### src/design/sfr_pkg.sv
// sfr_pkg: shared types and constants for the sensor frame receiver
// no dependencies; used by every module of the block by scoped names

package sfr_pkg;

   localparam int FRAME_LEN = 24;
   localparam int CHECK_POS = 22;
   localparam int LAST_POS  = 23;
   localparam int POS_W     = 5;

   localparam logic [POS_W-1:0] POS_FIRST = POS_W'(0);
   localparam logic [POS_W-1:0] POS_CHECK = POS_W'(CHECK_POS);
   localparam logic [POS_W-1:0] POS_TAIL  = POS_W'(LAST_POS);

   // configuration register indexes
   localparam logic [7:0] CSR_HEADER = 8'd0;
   localparam logic [7:0] CSR_TAIL   = 8'd1;

   localparam logic [7:0] HEADER_RESET = 8'd123;
   localparam logic [7:0] TAIL_RESET   = 8'd125;

   // one classified frame byte on its way from front to back
   typedef struct packed {
      logic [POS_W-1:0] pos;
      logic [7:0]       data;
   } beat_type;

   // unpacked result of one good frame
   typedef struct packed {
      logic [7:0]         stop_flag;
      logic signed [15:0] vel_x_mm;
      logic signed [15:0] vel_y_mm;
      logic signed [15:0] vel_z_mrad;
      logic signed [15:0] accel_x_raw;
      logic signed [15:0] accel_y_raw;
      logic signed [15:0] accel_z_raw;
      logic signed [15:0] gyro_x_raw;
      logic signed [15:0] gyro_y_raw;
      logic signed [15:0] gyro_z_raw;
      logic signed [15:0] battery_mv;
   } result_type;

endpackage

### src/design/sfr_front.sv
// sfr_front: accepts received bytes, hunts for the header and tags each
// frame byte with its position; depends on sfr_pkg

module sfr_front (
   input  logic                 clock,
   input  logic                 reset,
   input  logic                 req_valid,
   output logic                 req_ready,
   input  logic [7:0]           req_rx_byte,
   input  logic [7:0]           header_byte,
   input  logic                 q_full,
   output logic                 q_push,
   output sfr_pkg::beat_type    q_beat
);

   logic [sfr_pkg::POS_W-1:0] count_ff, count_in;
   logic                      accept;
   logic                      in_frame;
   logic                      is_header;

   assign req_ready = !q_full;
   assign accept    = req_valid && req_ready;
   assign in_frame  = (count_ff != sfr_pkg::POS_FIRST);
   assign is_header = (req_rx_byte == header_byte);

   // bytes outside a frame that are not the header are dropped here
   assign q_push      = accept && (in_frame || is_header);
   assign q_beat.pos  = count_ff;
   assign q_beat.data = req_rx_byte;

   always_comb begin
      count_in = count_ff;
      if (accept) begin
         if (!in_frame) begin
            count_in = is_header ? sfr_pkg::POS_W'(1) : sfr_pkg::POS_FIRST;
         end else if (count_ff == sfr_pkg::POS_TAIL) begin
            count_in = sfr_pkg::POS_FIRST;
         end else begin
            count_in = count_ff + sfr_pkg::POS_W'(1);
         end
      end
   end

   always_ff @(posedge clock) begin
      if (reset) begin
         count_ff <= sfr_pkg::POS_FIRST;
      end else begin
         count_ff <= count_in;
      end
   end

endmodule

### src/design/sfr_queue.sv
// sfr_queue: small first-in first-out buffer of tagged frame bytes
// between front and back; depends on sfr_pkg

module sfr_queue #(
   parameter int DEPTH = 4
) (
   input  logic              clock,
   input  logic              reset,
   input  logic              push,
   input  sfr_pkg::beat_type push_beat,
   output logic              full,
   input  logic              pop,
   output logic              not_empty,
   output sfr_pkg::beat_type pop_beat
);

   localparam int PTR_W = (DEPTH > 1) ? $clog2(DEPTH) : 1;
   localparam int CNT_W = $clog2(DEPTH + 1);

   sfr_pkg::beat_type mem_ff [DEPTH];
   logic [PTR_W-1:0]  wr_ptr_ff, wr_ptr_in;
   logic [PTR_W-1:0]  rd_ptr_ff, rd_ptr_in;
   logic [CNT_W-1:0]  fill_ff, fill_in;
   logic              do_push, do_pop;

   assign full      = (fill_ff == CNT_W'(DEPTH));
   assign not_empty = (fill_ff != CNT_W'(0));
   assign do_push   = push && !full;
   assign do_pop    = pop && not_empty;
   assign pop_beat  = mem_ff[rd_ptr_ff];

   always_comb begin
      wr_ptr_in = wr_ptr_ff;
      rd_ptr_in = rd_ptr_ff;
      fill_in   = fill_ff;
      if (do_push) begin
         wr_ptr_in = (wr_ptr_ff == PTR_W'(DEPTH - 1)) ? PTR_W'(0) : wr_ptr_ff + PTR_W'(1);
      end
      if (do_pop) begin
         rd_ptr_in = (rd_ptr_ff == PTR_W'(DEPTH - 1)) ? PTR_W'(0) : rd_ptr_ff + PTR_W'(1);
      end
      if (do_push && !do_pop) begin
         fill_in = fill_ff + CNT_W'(1);
      end else if (do_pop && !do_push) begin
         fill_in = fill_ff - CNT_W'(1);
      end
   end

   always_ff @(posedge clock) begin
      if (do_push) begin
         mem_ff[wr_ptr_ff] <= push_beat;
      end
   end

   always_ff @(posedge clock) begin
      if (reset) begin
         wr_ptr_ff <= '0;
         rd_ptr_ff <= '0;
         fill_ff   <= '0;
      end else begin
         wr_ptr_ff <= wr_ptr_in;
         rd_ptr_ff <= rd_ptr_in;
         fill_ff   <= fill_in;
      end
   end

endmodule

### src/design/sfr_back.sv
// sfr_back: assembles frame bytes, runs the xor block check and tail check,
// and holds the unpacked result for the output; depends on sfr_pkg

module sfr_back (
   input  logic               clock,
   input  logic               reset,
   input  logic               q_not_empty,
   input  sfr_pkg::beat_type  q_beat,
   output logic               q_pop,
   input  logic [7:0]         tail_byte,
   output logic               rsp_valid,
   input  logic               rsp_ready,
   output sfr_pkg::result_type rsp_result
);

   logic [7:0]          data_ff [1:sfr_pkg::CHECK_POS-1];
   logic [7:0]          xor_ff, xor_in;
   logic                check_ok_ff, check_ok_in;
   logic                valid_ff, valid_in;
   sfr_pkg::result_type result_ff, result_in;
   logic                out_free;
   logic                is_tail;
   logic                frame_good;

   assign out_free   = !valid_ff || rsp_ready;
   assign is_tail    = (q_beat.pos == sfr_pkg::POS_TAIL);
   // the tail byte waits in the queue until the output slot can take it
   assign q_pop      = q_not_empty && (!is_tail || out_free);
   assign frame_good = check_ok_ff && (q_beat.data == tail_byte);

   always_comb begin
      xor_in      = xor_ff;
      check_ok_in = check_ok_ff;
      if (q_pop) begin
         if (q_beat.pos == sfr_pkg::POS_FIRST) begin
            xor_in = q_beat.data;
         end else if (q_beat.pos < sfr_pkg::POS_CHECK) begin
            xor_in = xor_ff ^ q_beat.data;
         end
         if (q_beat.pos == sfr_pkg::POS_CHECK) begin
            check_ok_in = (xor_ff == q_beat.data);
         end
      end
   end

   always_comb begin
      result_in.stop_flag   = data_ff[1];
      result_in.vel_x_mm    = {data_ff[2],  data_ff[3]};
      result_in.vel_y_mm    = {data_ff[4],  data_ff[5]};
      result_in.vel_z_mrad  = {data_ff[6],  data_ff[7]};
      result_in.accel_x_raw = {data_ff[8],  data_ff[9]};
      result_in.accel_y_raw = {data_ff[10], data_ff[11]};
      result_in.accel_z_raw = {data_ff[12], data_ff[13]};
      result_in.gyro_x_raw  = {data_ff[14], data_ff[15]};
      result_in.gyro_y_raw  = {data_ff[16], data_ff[17]};
      result_in.gyro_z_raw  = {data_ff[18], data_ff[19]};
      result_in.battery_mv  = {data_ff[20], data_ff[21]};
   end

   always_comb begin
      valid_in = valid_ff;
      if (valid_ff && rsp_ready) begin
         valid_in = 1'b0;
      end
      if (q_pop && is_tail && frame_good) begin
         valid_in = 1'b1;
      end
   end

   always_ff @(posedge clock) begin
      if (q_pop) begin
         for (int i = 1; i < sfr_pkg::CHECK_POS; i++) begin
            if (q_beat.pos == sfr_pkg::POS_W'(i)) begin
               data_ff[i] <= q_beat.data;
            end
         end
      end
      if (q_pop && is_tail && frame_good) begin
         result_ff <= result_in;
      end
      xor_ff      <= xor_in;
      check_ok_ff <= check_ok_in;
   end

   always_ff @(posedge clock) begin
      if (reset) begin
         valid_ff <= 1'b0;
      end else begin
         valid_ff <= valid_in;
      end
   end

   assign rsp_valid  = valid_ff;
   assign rsp_result = result_ff;

endmodule

### src/design/sensor_frame_receiver.sv
// sensor_frame_receiver: top level of the header/tail/xor-checked frame deframer
// depends on sfr_pkg, sfr_front, sfr_queue and sfr_back

// The block takes one received byte per beat on the req_ channel and gives
// one unpacked result on the rsp_ channel for every good 24-byte frame. A
// frame opens with the header byte; that byte and the next 23 are the frame.
// It is good when byte 23 equals the tail byte and byte 22 equals the xor of
// bytes 0 to 21; bad frames vanish without a result. There is no resync
// inside a frame, so a header or tail value mid-frame is plain data. The
// input side takes one byte every cycle unless the queue is full; bytes flow
// through a short queue (QUEUE_DEPTH entries) into the checking back end,
// which also handles one byte a cycle, save that a tail byte waiting on an
// untaken result holds up the queue. A result is kept in an output register
// until taken. Header and tail registers are written through the csr_ channel
// (index 0 header, index 1 tail, others ignored); the user must write them
// only while the block is idle, which the block itself does not enforce;
// csr_ready is always high.

module sensor_frame_receiver #(
   parameter int QUEUE_DEPTH = 4
) (
   input  logic               clock,
   input  logic               reset,
   // byte input
   input  logic               req_valid,
   output logic               req_ready,
   input  logic [7:0]         req_rx_byte,
   // result output
   output logic               rsp_valid,
   input  logic               rsp_ready,
   output logic [7:0]         rsp_stop_flag,
   output logic signed [15:0] rsp_vel_x_mm,
   output logic signed [15:0] rsp_vel_y_mm,
   output logic signed [15:0] rsp_vel_z_mrad,
   output logic signed [15:0] rsp_accel_x_raw,
   output logic signed [15:0] rsp_accel_y_raw,
   output logic signed [15:0] rsp_accel_z_raw,
   output logic signed [15:0] rsp_gyro_x_raw,
   output logic signed [15:0] rsp_gyro_y_raw,
   output logic signed [15:0] rsp_gyro_z_raw,
   output logic signed [15:0] rsp_battery_mv,
   // register writes
   input  logic               csr_valid,
   output logic               csr_ready,
   input  logic [7:0]         csr_index,
   input  logic [7:0]         csr_data
);

   logic [7:0]          header_byte_ff, header_byte_in;
   logic [7:0]          tail_byte_ff, tail_byte_in;
   logic                csr_write;
   logic                q_push, q_full, q_pop, q_not_empty;
   sfr_pkg::beat_type   push_beat, pop_beat;
   sfr_pkg::result_type result;

   // config registers, written any cycle
   assign csr_ready = 1'b1;
   assign csr_write = csr_valid && csr_ready;

   always_comb begin
      header_byte_in = header_byte_ff;
      tail_byte_in   = tail_byte_ff;
      if (csr_write) begin
         unique case (csr_index)
            sfr_pkg::CSR_HEADER: header_byte_in = csr_data;
            sfr_pkg::CSR_TAIL:   tail_byte_in   = csr_data;
            default: ;   // unknown index, write dropped
         endcase
      end
   end

   always_ff @(posedge clock) begin
      if (reset) begin
         header_byte_ff <= sfr_pkg::HEADER_RESET;
         tail_byte_ff   <= sfr_pkg::TAIL_RESET;
      end else begin
         header_byte_ff <= header_byte_in;
         tail_byte_ff   <= tail_byte_in;
      end
   end

   // front: header hunt and byte position tagging
   sfr_front u_front (
      .clock       (clock),
      .reset       (reset),
      .req_valid   (req_valid),
      .req_ready   (req_ready),
      .req_rx_byte (req_rx_byte),
      .header_byte (header_byte_ff),
      .q_full      (q_full),
      .q_push      (q_push),
      .q_beat      (push_beat)
   );

   // decoupling queue
   sfr_queue #(
      .DEPTH (QUEUE_DEPTH)
   ) u_queue (
      .clock     (clock),
      .reset     (reset),
      .push      (q_push),
      .push_beat (push_beat),
      .full      (q_full),
      .pop       (q_pop),
      .not_empty (q_not_empty),
      .pop_beat  (pop_beat)
   );

   // back: frame assembly, checks and output register
   sfr_back u_back (
      .clock       (clock),
      .reset       (reset),
      .q_not_empty (q_not_empty),
      .q_beat      (pop_beat),
      .q_pop       (q_pop),
      .tail_byte   (tail_byte_ff),
      .rsp_valid   (rsp_valid),
      .rsp_ready   (rsp_ready),
      .rsp_result  (result)
   );

   assign rsp_stop_flag   = result.stop_flag;
   assign rsp_vel_x_mm    = result.vel_x_mm;
   assign rsp_vel_y_mm    = result.vel_y_mm;
   assign rsp_vel_z_mrad  = result.vel_z_mrad;
   assign rsp_accel_x_raw = result.accel_x_raw;
   assign rsp_accel_y_raw = result.accel_y_raw;
   assign rsp_accel_z_raw = result.accel_z_raw;
   assign rsp_gyro_x_raw  = result.gyro_x_raw;
   assign rsp_gyro_y_raw  = result.gyro_y_raw;
   assign rsp_gyro_z_raw  = result.gyro_z_raw;
   assign rsp_battery_mv  = result.battery_mv;

endmodule

### config.mk
export PLATFORM = sky130hd
export DESIGN_NAME = sensor_frame_receiver
export DESIGN_NICKNAME = d
export VERILOG_FILES = /design/src/design/sfr_pkg.sv /design/src/design/sfr_front.sv /design/src/design/sfr_queue.sv /design/src/design/sfr_back.sv /design/src/design/sensor_frame_receiver.sv
export SDC_FILE = /design/constraint.sdc
export NUM_CORES = 1
export LEC_CHECK = 0
export ABC_CLOCK_PERIOD_IN_PS = 9570
export BUFFER_PORTS_ARGS = -buffer_cell sky130_fd_sc_hd__buf_2
export CAP_MARGIN = 20
export CORE_MARGIN = 2
export CORE_UTILIZATION = 55
export CTS_CLUSTER_SIZE = 30
export DETAILED_ROUTE_END_ITERATION = 8
export PLACE_DENSITY = 0.8
export SYNTH_ARGS = -nofsm -noshare
export SYNTH_HDL_FRONTEND = slang
export SYNTH_SLANG_ARGS = --single-unit
### constraint.sdc
create_clock -name clock -period 9.57 [get_ports clock]
set_clock_uncertainty 0.2 [all_clocks]
set_input_delay 1.914 -clock clock [delete_from_list [all_inputs] [get_ports clock]]
set_output_delay 1.914 -clock clock [all_outputs]
set_load 0.05 [all_outputs]
# --- Word-level counts from Yosys, hierarchy flattened ---
# Memories as Yosys holds them, arrays and structs flattened. A register that Yosys moved wholly into a read port is not among the register bits.
# Index checks and enable logic that the tools add are counted.
word_totals:
  ff_bits: 38
  mem_bits_rw: 220
  out_inout_bits: 171
  word_cells: 237
  n_memories: 2
mem_list:
  columns: ["memory", "words", "word_bits", "read_ports", "rd_ports_with_merged_regs", "wr", "line_no", "rtl"]
  rows:
  - ["u_back.data_ff", 21, 8, 21, 21, 1, "sfr_back.sv:16", "logic [7:0] data_ff [1:sfr_pkg::CHECK_POS-1];"]
  - ["u_queue.mem_ff", 4, 13, 1, 1, 1, "sfr_queue.sv:20", "sfr_pkg::beat_type mem_ff [DEPTH];"]
classes:
  n_addsub: 5
  order_cmp: 1
  eq_ne: 31
  muxes: 138
  n_bitwise: 1
  reduce_logical: 50
op_table:
  columns: ["cell", "n"]
  rows:
  - ["$mux 8", 22]
  - ["$reduce_or 8->1", 20]
  - ["$mux 5", 22]
  - ["$mux 1", 88]
  - ["$eq 5x5->1 const B", 9]
  - ["$eq 5x4->1 const B", 8]
  - ["$eq 8x8->1", 3]
  - ["$eq 5x3->1 const B", 4]
  - ["$logic_and 1x1->1", 11]
  - ["$eq 5x2->1 const B", 2]
  - ["$eq 8x1->1 const B", 1]
  - ["$logic_not 8->1", 1]
  - ["$mux 2", 4]
  - ["$reduce_and 2->1", 4]
  - ["$xor 8x8->8", 1]
  - ["$mux 3", 2]
  - ["$reduce_bool 2->1", 3]
  - ["$add 5x1->5 const B", 1]
  - ["$eq 5x1->1 const B", 1]
  - ["$logic_not 1->1", 5]
  - ["$logic_not 5->1", 1]
  - ["$lt 5x5->1 const B", 1]
  - ["$reduce_bool 5->1", 1]
  - ["$add 2x1->2 const B", 2]
  - ["6 further kinds", 9]

# --- Depth between registers and ports, before layout ---
# Gate-level depths: netlist (run 1).
logic_depth:
  word_depth: 27
  mapped_depth: 12
  depth_no_buf: 12

# --- By module ---
# Synthesis (run 1) repeated with hierarchy kept, for this count alone.
hier_totals:
  cells_unflattened: 685
  hier_area_um2: 14517.7
by_module_without_submodules:
  columns: ["mod", "instances", "cells_per_inst", "area_per_inst_um2", "seq_area_each_um2"]
  rows:
  - ["sfr_back", 1, 441, 11003.1, 10380.0]
  - ["sfr_queue", 1, 117, 2363.5, 1741.7]
  - ["sensor_frame_receiver", 1, 69, 680.7, 320.3]
  - ["sfr_front", 1, 58, 470.5, 100.1]

# --- Worst setup path after synthesis (run 1) ---
# OpenSTA, ideal clock, no wires.
synth_timing:
  path_kind: "input to register"
  startpoint: "input rsp_ready"
  endpoint: "register rsp_accel_x_raw[0] (netlist name)"
  setup_time_ns: 0.521
  arrival_time_ns: 6.078
  t_required_ns: 8.849
  slack_ns: 2.771
  cell_stages: 5
  n_path_buf: 0
  path_cell_list: "nand2b_1 > nand2_1 > or3_1 > or3_4 > inv_1"
synth_between:
  elab_chain_len: 5
synth_lines:
  columns: ["element", "line_no", "rtl"]
  rows:
  - ["start: declaration", "sensor_frame_receiver.sv:30", "input logic rsp_ready,"]
  - ["$logic_or 1x1->1", "sfr_back.sv:25", "assign out_free = !valid_ff || rsp_ready;"]
  - ["$logic_or 1x1->1", "sfr_back.sv:28", "assign q_pop = q_not_empty && (!is_tail || out_free);"]
  - ["$logic_and 1x1->1", "sfr_back.sv:28", null]
  - ["$logic_and 1x1->1 (2 in series)", "sfr_back.sv:78", "if (q_pop && is_tail && frame_good) begin"]
# No other way between the ends.
# A chain may end at the register's enable or synchronous reset.

==> results of run 1 <==
[cell families after synthesis]
group | after synthesis | synth area share
flops | 428 | 0.879
simple gates | 113 | 0.0409
xor+xnor | 34 | 0.0209
compound gates | 29 | 0.0146
buf+inv | 24 | 0.00825
mux | 21 | 0.0275
fa+ha+maj | 9 | 0.00842
other cells | 1 | 0.000263
[power by group through the flow]
stage,clock (mW),sequential [mW],combinational [mW]
2_1_floorplan,0,2.23,0.292
3_3_place_gp,0,2.25,0.389
3_5_place_dp,0,2.25,0.409
4_1_cts,1.57,2.21,0.418
5_1_grt,1.65,2.22,0.445
6_report,1.57,2.21,0.415
[layout by cell type, fill, tap and decap left out, types with 12 or more instances in the layout]
cell type and n:
clkbuf_16 40, nor2_1 46, dfxtp_1 31, nand2_1 17, a211o_1 12, edfxtp_1 397
buf_2 198, xnor2_1 20, xor2_1 14, inv_1 12
[per-stage QoR]
step	utilization	area, um^2	cells
after floorplan	-	14300	659
after global placement	0.617	15600	1178
final	0.669	16900	1248
after CTS	0.667	16900	1247
after global routing	0.669	16900	1248
after detailed placement	0.617	15600	1178
[final cells by class]
class | count | area (um^2) | share of cell area
Clock buffer | 49 | 1060 | 0.0629
Clock inverter | 20 | 219 | 0.0129
Inverter | 13 | 53.8 | 0.00318
Multi-Input combinational cell | 207 | 1610 | 0.0948
Sequential cell | 428 | 12500 | 0.741
Tap cell | 330 | 413 | 0.0244
Timing Repair Buffer | 201 | 1030 | 0.0610
[path summary, 6_finish.rpt]
check / slack [ns] / from / endpoint / cells after the start
setup / recovery: 4.75 / flop / rsp_accel_z_raw[14] / 7
hold / removal: 0.21 / u_back.data_ff[0][14] / rsp_stop_flag[6] / 0
setup reg to reg: 4.75 / flop / rsp_accel_z_raw[14] / 7
hold reg to reg: 0.21 / u_back.data_ff[0][14] / rsp_stop_flag[6] / 0
[per-layer routing]
layer / track usage / share of wire / wire [um] / vias to the layer above
li1: - / - / - / 3005
met1: 0.280 / 0.40 / 11500 / 3368
met2: 0.355 / 0.50 / 14300 / 384
met3: 0.0344 / 0.077 / 2190 / 48
met4: 0.0514 / 0.019 / 553 / 0
met5: 0 / 0 / 0 / -
[flip-flops by register name, summed over array words and instances, names as in the netlist, 2 cells and up, named ones only]
signal	count
u_queue.rd_ptr_ff	2
rsp_stop_flag	8
rsp_vel_x_mm	16
u_front.count_ff	5
rsp_accel_x_raw	16
u_queue.wr_ptr_ff	2
rsp_accel_z_raw	16
header_byte_ff	8
rsp_vel_y_mm	16
rsp_gyro_y_raw	16
rsp_battery_mv	16
u_queue.mem_ff	52
rsp_vel_z_mrad	16
u_queue.fill_ff	3
rsp_gyro_z_raw	16
u_back.data_ff	168
u_back.xor_ff	8
rsp_accel_y_raw	16
rsp_gyro_x_raw	16
tail_byte_ff	8
==> impl_metrics.tcl, run 1 <==
set metrics [dict create \
    finalPower_mw 4.19 \
    cts_setup_buffers 0 \
    die_area_mm2 0.0272 \
    finalSetupTns_ns 0 \
    nets 929 \
    synth_cells 659 \
    cp_max_fo 80 \
    finalSetupViolations 0 \
    fmax_mhz 207 \
    finalWirelength_um 28500 \
    fin_crit_ns 4.82 \
    cts_htree_levels 2 \
    grt-ovfl-total 0 \
    ys.flop_type "edfxtp_1" \
    clkTransAtPathRegs_ns 0.07 \
    hold_path.class "flop to flop" \
    fp.dieW_um 165 \
    hold_ws_ns 0.209 \
    synth.most_common_cell "edfxtp_1" \
    ctsResizeCount 0 \
    cap_violations 0 \
    synth_nets 697 \
    drive_gt1_frac 0.297 \
    core_mm2 0.0253 \
    synth_top_cell_by_area "edfxtp_1" \
    rsz0062_at_grt "no" \
    grt_max_degree 90 \
    clockBufferDepth 3 \
    drc 0 \
    sw_frac_of_total 0.236 \
    numCtsBuffers 40 \
    portBuffers 198 \
    nFillCells 1512 \
    place_congestion 0.726 \
    dr.pass1.iters 5 \
    hold_violations 0 \
    vias_per_cell 5.45 \
    power.density_mw_per_mm2 248 \
    critPathMaxStageDelay_ns 0.86 \
    vias 6805 \
    yosys.area.top_type_share 0.836 \
    start_kind "flop" \
    synth_area_mm2 0.0143 \
    critical_path_class "flop to flop" \
    cts-hold-fix-buffers 0 \
    routedWlPerCell_um 22.9 \
    synth_area_per_cell_um2 21.6 \
    grt.total_usage 0.207 \
    cts_tree "built" \
    leakage_nw 5.90 \
    finalMaxSlewViolations 0 \
    seq_area_frac_synth 0.879 \
    worstMarginPinSlew_ns 0.991 \
    synth_cell_type_count 44 \
    slowest_stage "mux4_2" \
    clk_latency_ns 0.54 \
    dp_hpwl_um 16200 \
    synth_commonest_cells "edfxtp_1, nor2_1, dfxtp_1" \
    synthTopCellsByArea "edfxtp_1, dfxtp_1, mux4_2" \
    critPathBufInv 3 \
    grt_first_pass_wirelength_um 41000 \
    fp.dieH_um 165 \
    synth_edf_count 397 \
    root_buffer "clkbuf_16" \
    outcome "complete, no violations" \
    final.period_utilization 0.504 \
    area_growth_pct 18.7 \
    antenna_found_initial 1 \
    async_reset_ff_frac 0 \
    slew_headroom 0.337 \
    synth-seq-cells 428 \
    p_clk_frac 0.373 \
    cp.arrival_ns 4.82 \
    net-switching-power_mw 0.989 \
    dp_slack_ns 4.49 \
    critPathRequiredTime_ns 9.57 \
    crit_family "buffers and inverters" \
    ant_nets 0 \
    start_util 0.563 \
    layout_setup_ws_ns 4.75 \
    cp-end-kind "flop" \
    pwr-share-seq 0.528 \
    pwr-share-comb 0.099 \
    cts.sinks 428 \
    peakVddDrop_v 0.000237 \
    drt-initial-drc-count 678 \
    path_cells "mux4_2 -> xor2_1 -> or4_1 -> or3_4 -> inv_6 -> buf_4 -> buf_16" \
    diodes 0 \
    num_io_pins 200 \
    grt_pass1_vias 6690 \
    std_cell_rows 58 \
    internal-power_mw 3.20 \
    yosys_warnings 0 \
]
(Power assumes the default switching activity.)
==> run 2, diff against run 1 <==
ABC_AREA = 1   (was default)
ABC_CLOCK_PERIOD_IN_PS = 4200   (was 9570)
CORE_UTILIZATION = 51   (was 55)
PLACE_DENSITY = 0.78   (was 0.8)
clock period = 4.2 ns   (was 9.57 ns; I/O delays follow)
==> run 2 against run 1 <==
Compared with the run above: wire length decreased by 3.6%; critical path type unchanged; highest routed layer unchanged; non-clock buffer count increased by 6; core utilization decreased by 6.1 points; area after synthesis increased by 2.6%; critical endpoint is now u_queue.fill_ff[2].
==> impl_metrics.tcl, run 2 <==
set metrics [dict create \
    fp.dieH_um 173 \
    ys.flop_type "edfxtp_1" \
    critical_path_class "flop to flop" \
    cap_violations 0 \
    p_clk_frac 0.303 \
    placedCellCount 1404 \
    grt.total_usage 0.182 \
    diodes 0 \
    slew_headroom 0.348 \
    min_from "u_back.data_ff[4][10]" \
    synth.most_common_cell "edfxtp_1" \
    nets 1100 \
    synth_commonest_cells "edfxtp_1, nand2_1, nor2_1" \
    pwr-share-seq 0.520 \
    numCtsBuffers 40 \
    hold_violations 0 \
    synth_area_per_cell_um2 17.7 \
    vias_per_cell 5.10 \
    vias 7508 \
    fmax_mhz 293 \
    finalPower_mw 10.8 \
    synth_compound_area_frac 0.0133 \
    synthTopCellsByArea "edfxtp_1, dfxtp_1, nand2_1" \
    leakage_nw 6.22 \
    met1_usage 0.263 \
    start_kind "flop" \
    place_congestion 0.865 \
    peakVddDrop_v 0.000366 \
    synth_cell_type_count 36 \
    start_util 0.514 \
    num_io_pins 200 \
    cts_setup_buffers 0 \
    yosys.area_share.adder 0.00821 \
    stdcell_count 1472 \
    mostFrequentLayoutCells "edfxtp_1, buf_2, nand2_1, nor2_1, inv_1" \
    power.density_mw_per_mm2 627 \
    cts_htree_levels 2 \
    outcome "complete, no violations" \
    yosys.area.top_type_share 0.815 \
    dp_hpwl_um 17700 \
    grt_max_degree 89 \
    cts-hold-fix-buffers 0 \
    nFillCells 2030 \
    largest_reg_flops 168 \
    grt_first_pass_wirelength_um 41500 \
    clockBufferDepth 3 \
    hold_path.class "flop to flop" \
    cp-end-kind "flop" \
    die_area_mm2 0.0301 \
    cts_tree "built" \
    synth_top_cell_by_area "edfxtp_1" \
    seq_area_frac_synth 0.857 \
    ctsResizeCount 0 \
    drc 0 \
    synth_nets 864 \
    dp_slack_ns 0.846 \
    finalSetupViolations 0 \
    area_growth_pct 18.1 \
    root_buffer "clkbuf_16" \
    largestRegisters "u_back.data_ff: 168 flops, u_queue.mem_ff: 52 flops" \
    cp_max_fo 27 \
    final_common_cell "edfxtp_1" \
    clk_latency_ns 0.53 \
    cts.sinks 428 \
    net-switching-power_mw 3.16 \
    worstMarginPinSlew_ns 0.977 \
    internal-power_mw 7.69 \
    routedWlPerCell_um 18.7 \
    finalWirelength_um 27500 \
    critPathRequiredTime_ns 4.44 \
    fin_crit_ns 3.41 \
    synth_area_mm2 0.0146 \
    grt-ovfl-total 0 \
    layout_setup_ws_ns 0.788 \
    std_cell_rows 62 \
    async_reset_ff_frac 0 \
    holdPathStages 0 \
    cp.arrival_ns 3.65 \
    synth_top_family_by_area "simple AND/OR/NAND/NOR gates" \
    ant_nets 0 \
    grt_busiest_layer "met2" \
    finalMaxSlewViolations 0 \
    grt_use_met3 0.0287 \
    synth-seq-cells 428 \
    core_mm2 0.0285 \
    portBuffers 198 \
    synthSimpleGateAreaFrac 0.0907 \
    rsz0062_at_grt "no" \
    fp.dieW_um 173 \
    drive_gt1_frac 0.277 \
    sw_frac_of_total 0.291 \
    reg2reg_slack_ns 0.79 \
    yosys_warnings 0 \
    r2r-end "u_queue.fill_ff[2]" \
    synth_edf_count 397 \
    antenna_found_initial 0 \
    synth_cells 826 \
    ff2ff_path_depth 16 \
    endpoint "u_queue.fill_ff[2]" \
    synthMuxAreaShare 0 \
    dr.pass1.iters 4 \
    synthXorXnorAreaFrac 0.0108 \
    drt-initial-drc-count 674 \
    final.period_utilization 0.812 \
    pwr-share-comb 0.177 \
    grt_pass1_vias 7079 \
    regMostFlops "u_back.data_ff" \
    clkTransAtPathRegs_ns 0.06 \
    met2_usage 0.291 \
]
==> run 2: changes by cell type after synthesis, sizes merged, moves of 8 or more <==
| cell | previous run | this run |
|---|---|---|
| a211o | 12 | 0 |
| a21oi | 8 | 23 |
| inv | 13 | 44 |
| mux2i | 8 | 0 |
| mux4 | 13 | 0 |
| nand2 | 17 | 140 |
| nand2b | 8 | 0 |
| nand3 | 5 | 50 |
| nor2 | 46 | 57 |
| o21ai | 4 | 13 |
| xnor2 | 20 | 6 |
==> run 2: kinds of logic after synthesis <==
| logic type | after synthesis |
|---|---|
| other | 1 |
| AO/OA/AOI/OAI | 38 |
| buffers and inverters | 58 |
| adder cells (fa/ha/maj) | 9 |
| AND/OR/NAND/NOR | 274 |
| XOR/XNOR | 18 |
| flip-flops | 428 |
==> run 2: routing by layer <==
| layer | routed length (um) | vias to the layer above | part of all wire |
|---|---|---|---|
| li1 | - | 3469 | - |
| met1 | 12200 | 3664 | 0.44 |
| met2 | 12900 | 336 | 0.47 |
| met3 | 1760 | 39 | 0.064 |
| met4 | 631 | 0 | 0.023 |
| met5 | 0 | - | 0 |
==> run 2: layout make-up <==
class | count | area, um^2 | area share
sequential | 428 | 12500 | 0.726
multi-input combinational | 340 | 1820 | 0.105
timing repair buffer | 207 | 1080 | 0.0627
clock buffer | 49 | 1030 | 0.0599
tap | 384 | 480 | 0.0278
inverter | 45 | 176 | 0.0102
clock inverter | 19 | 144 | 0.00833
==> run 2: power by group through the flow <==
| stage | clock (mW) | sequential, mW | combinational [mW] |
|---|---|---|---|
| 2_1_floorplan | 0 | 5.60 | 1.36 |
| 3_3_place_gp | 0 | 5.71 | 1.85 |
| 3_5_place_dp | 0 | 5.72 | 1.92 |
| 4_1_cts | 3.34 | 5.64 | 1.93 |
| 5_1_grt | 3.49 | 5.66 | 2.13 |
| 6_report | 3.29 | 5.64 | 1.92 |
==> run 2: how the worst min path moves through the flow <==
stage | slack [ns] | end
after floorplan | 0.20 | rsp_accel_x_raw[0]
after global placement | 0.20 | rsp_gyro_z_raw[13]
after detailed placement | 0.20 | rsp_accel_y_raw[6]
after CTS | 0.22 | rsp_battery_mv[8]
after global routing | 0.22 | rsp_battery_mv[8]
final | 0.21 | rsp_gyro_y_raw[2]
==> run 2: worst max-delay path: stages (launching register included) <==
cell	delay (ns)
dfxtp_1	0.93
inv_8	0.18
nand2_1	0.12
nand3_1	0.07
nand2_1	0.16
nand2_2	0.14
nor2_2	0.20
nand3_4	0.12
nand2_4	0.14
ha_1	0.16
inv_1	0.07
fa_1	0.38
nor2_1	0.11
nor2_1	0.04
nand2_1	0.07
o21ai_0	0.07
a21oi_1	0.16
==> run 2: metrics by stage <==
stage / hold WS (ns) / util / cell area [um^2] / TNS [ns]
finish: 0.214 / 0.607 / 17300 / 0
global route: 0.217 / 0.607 / 17300 / 0
CTS: 0.216 / 0.607 / 17300 / 0
detailed placement: 0.205 / 0.566 / 16100 / 0
global placement: 0.201 / 0.566 / 16100 / 0
floorplan: 0.200 / - / 14600 / -37.25
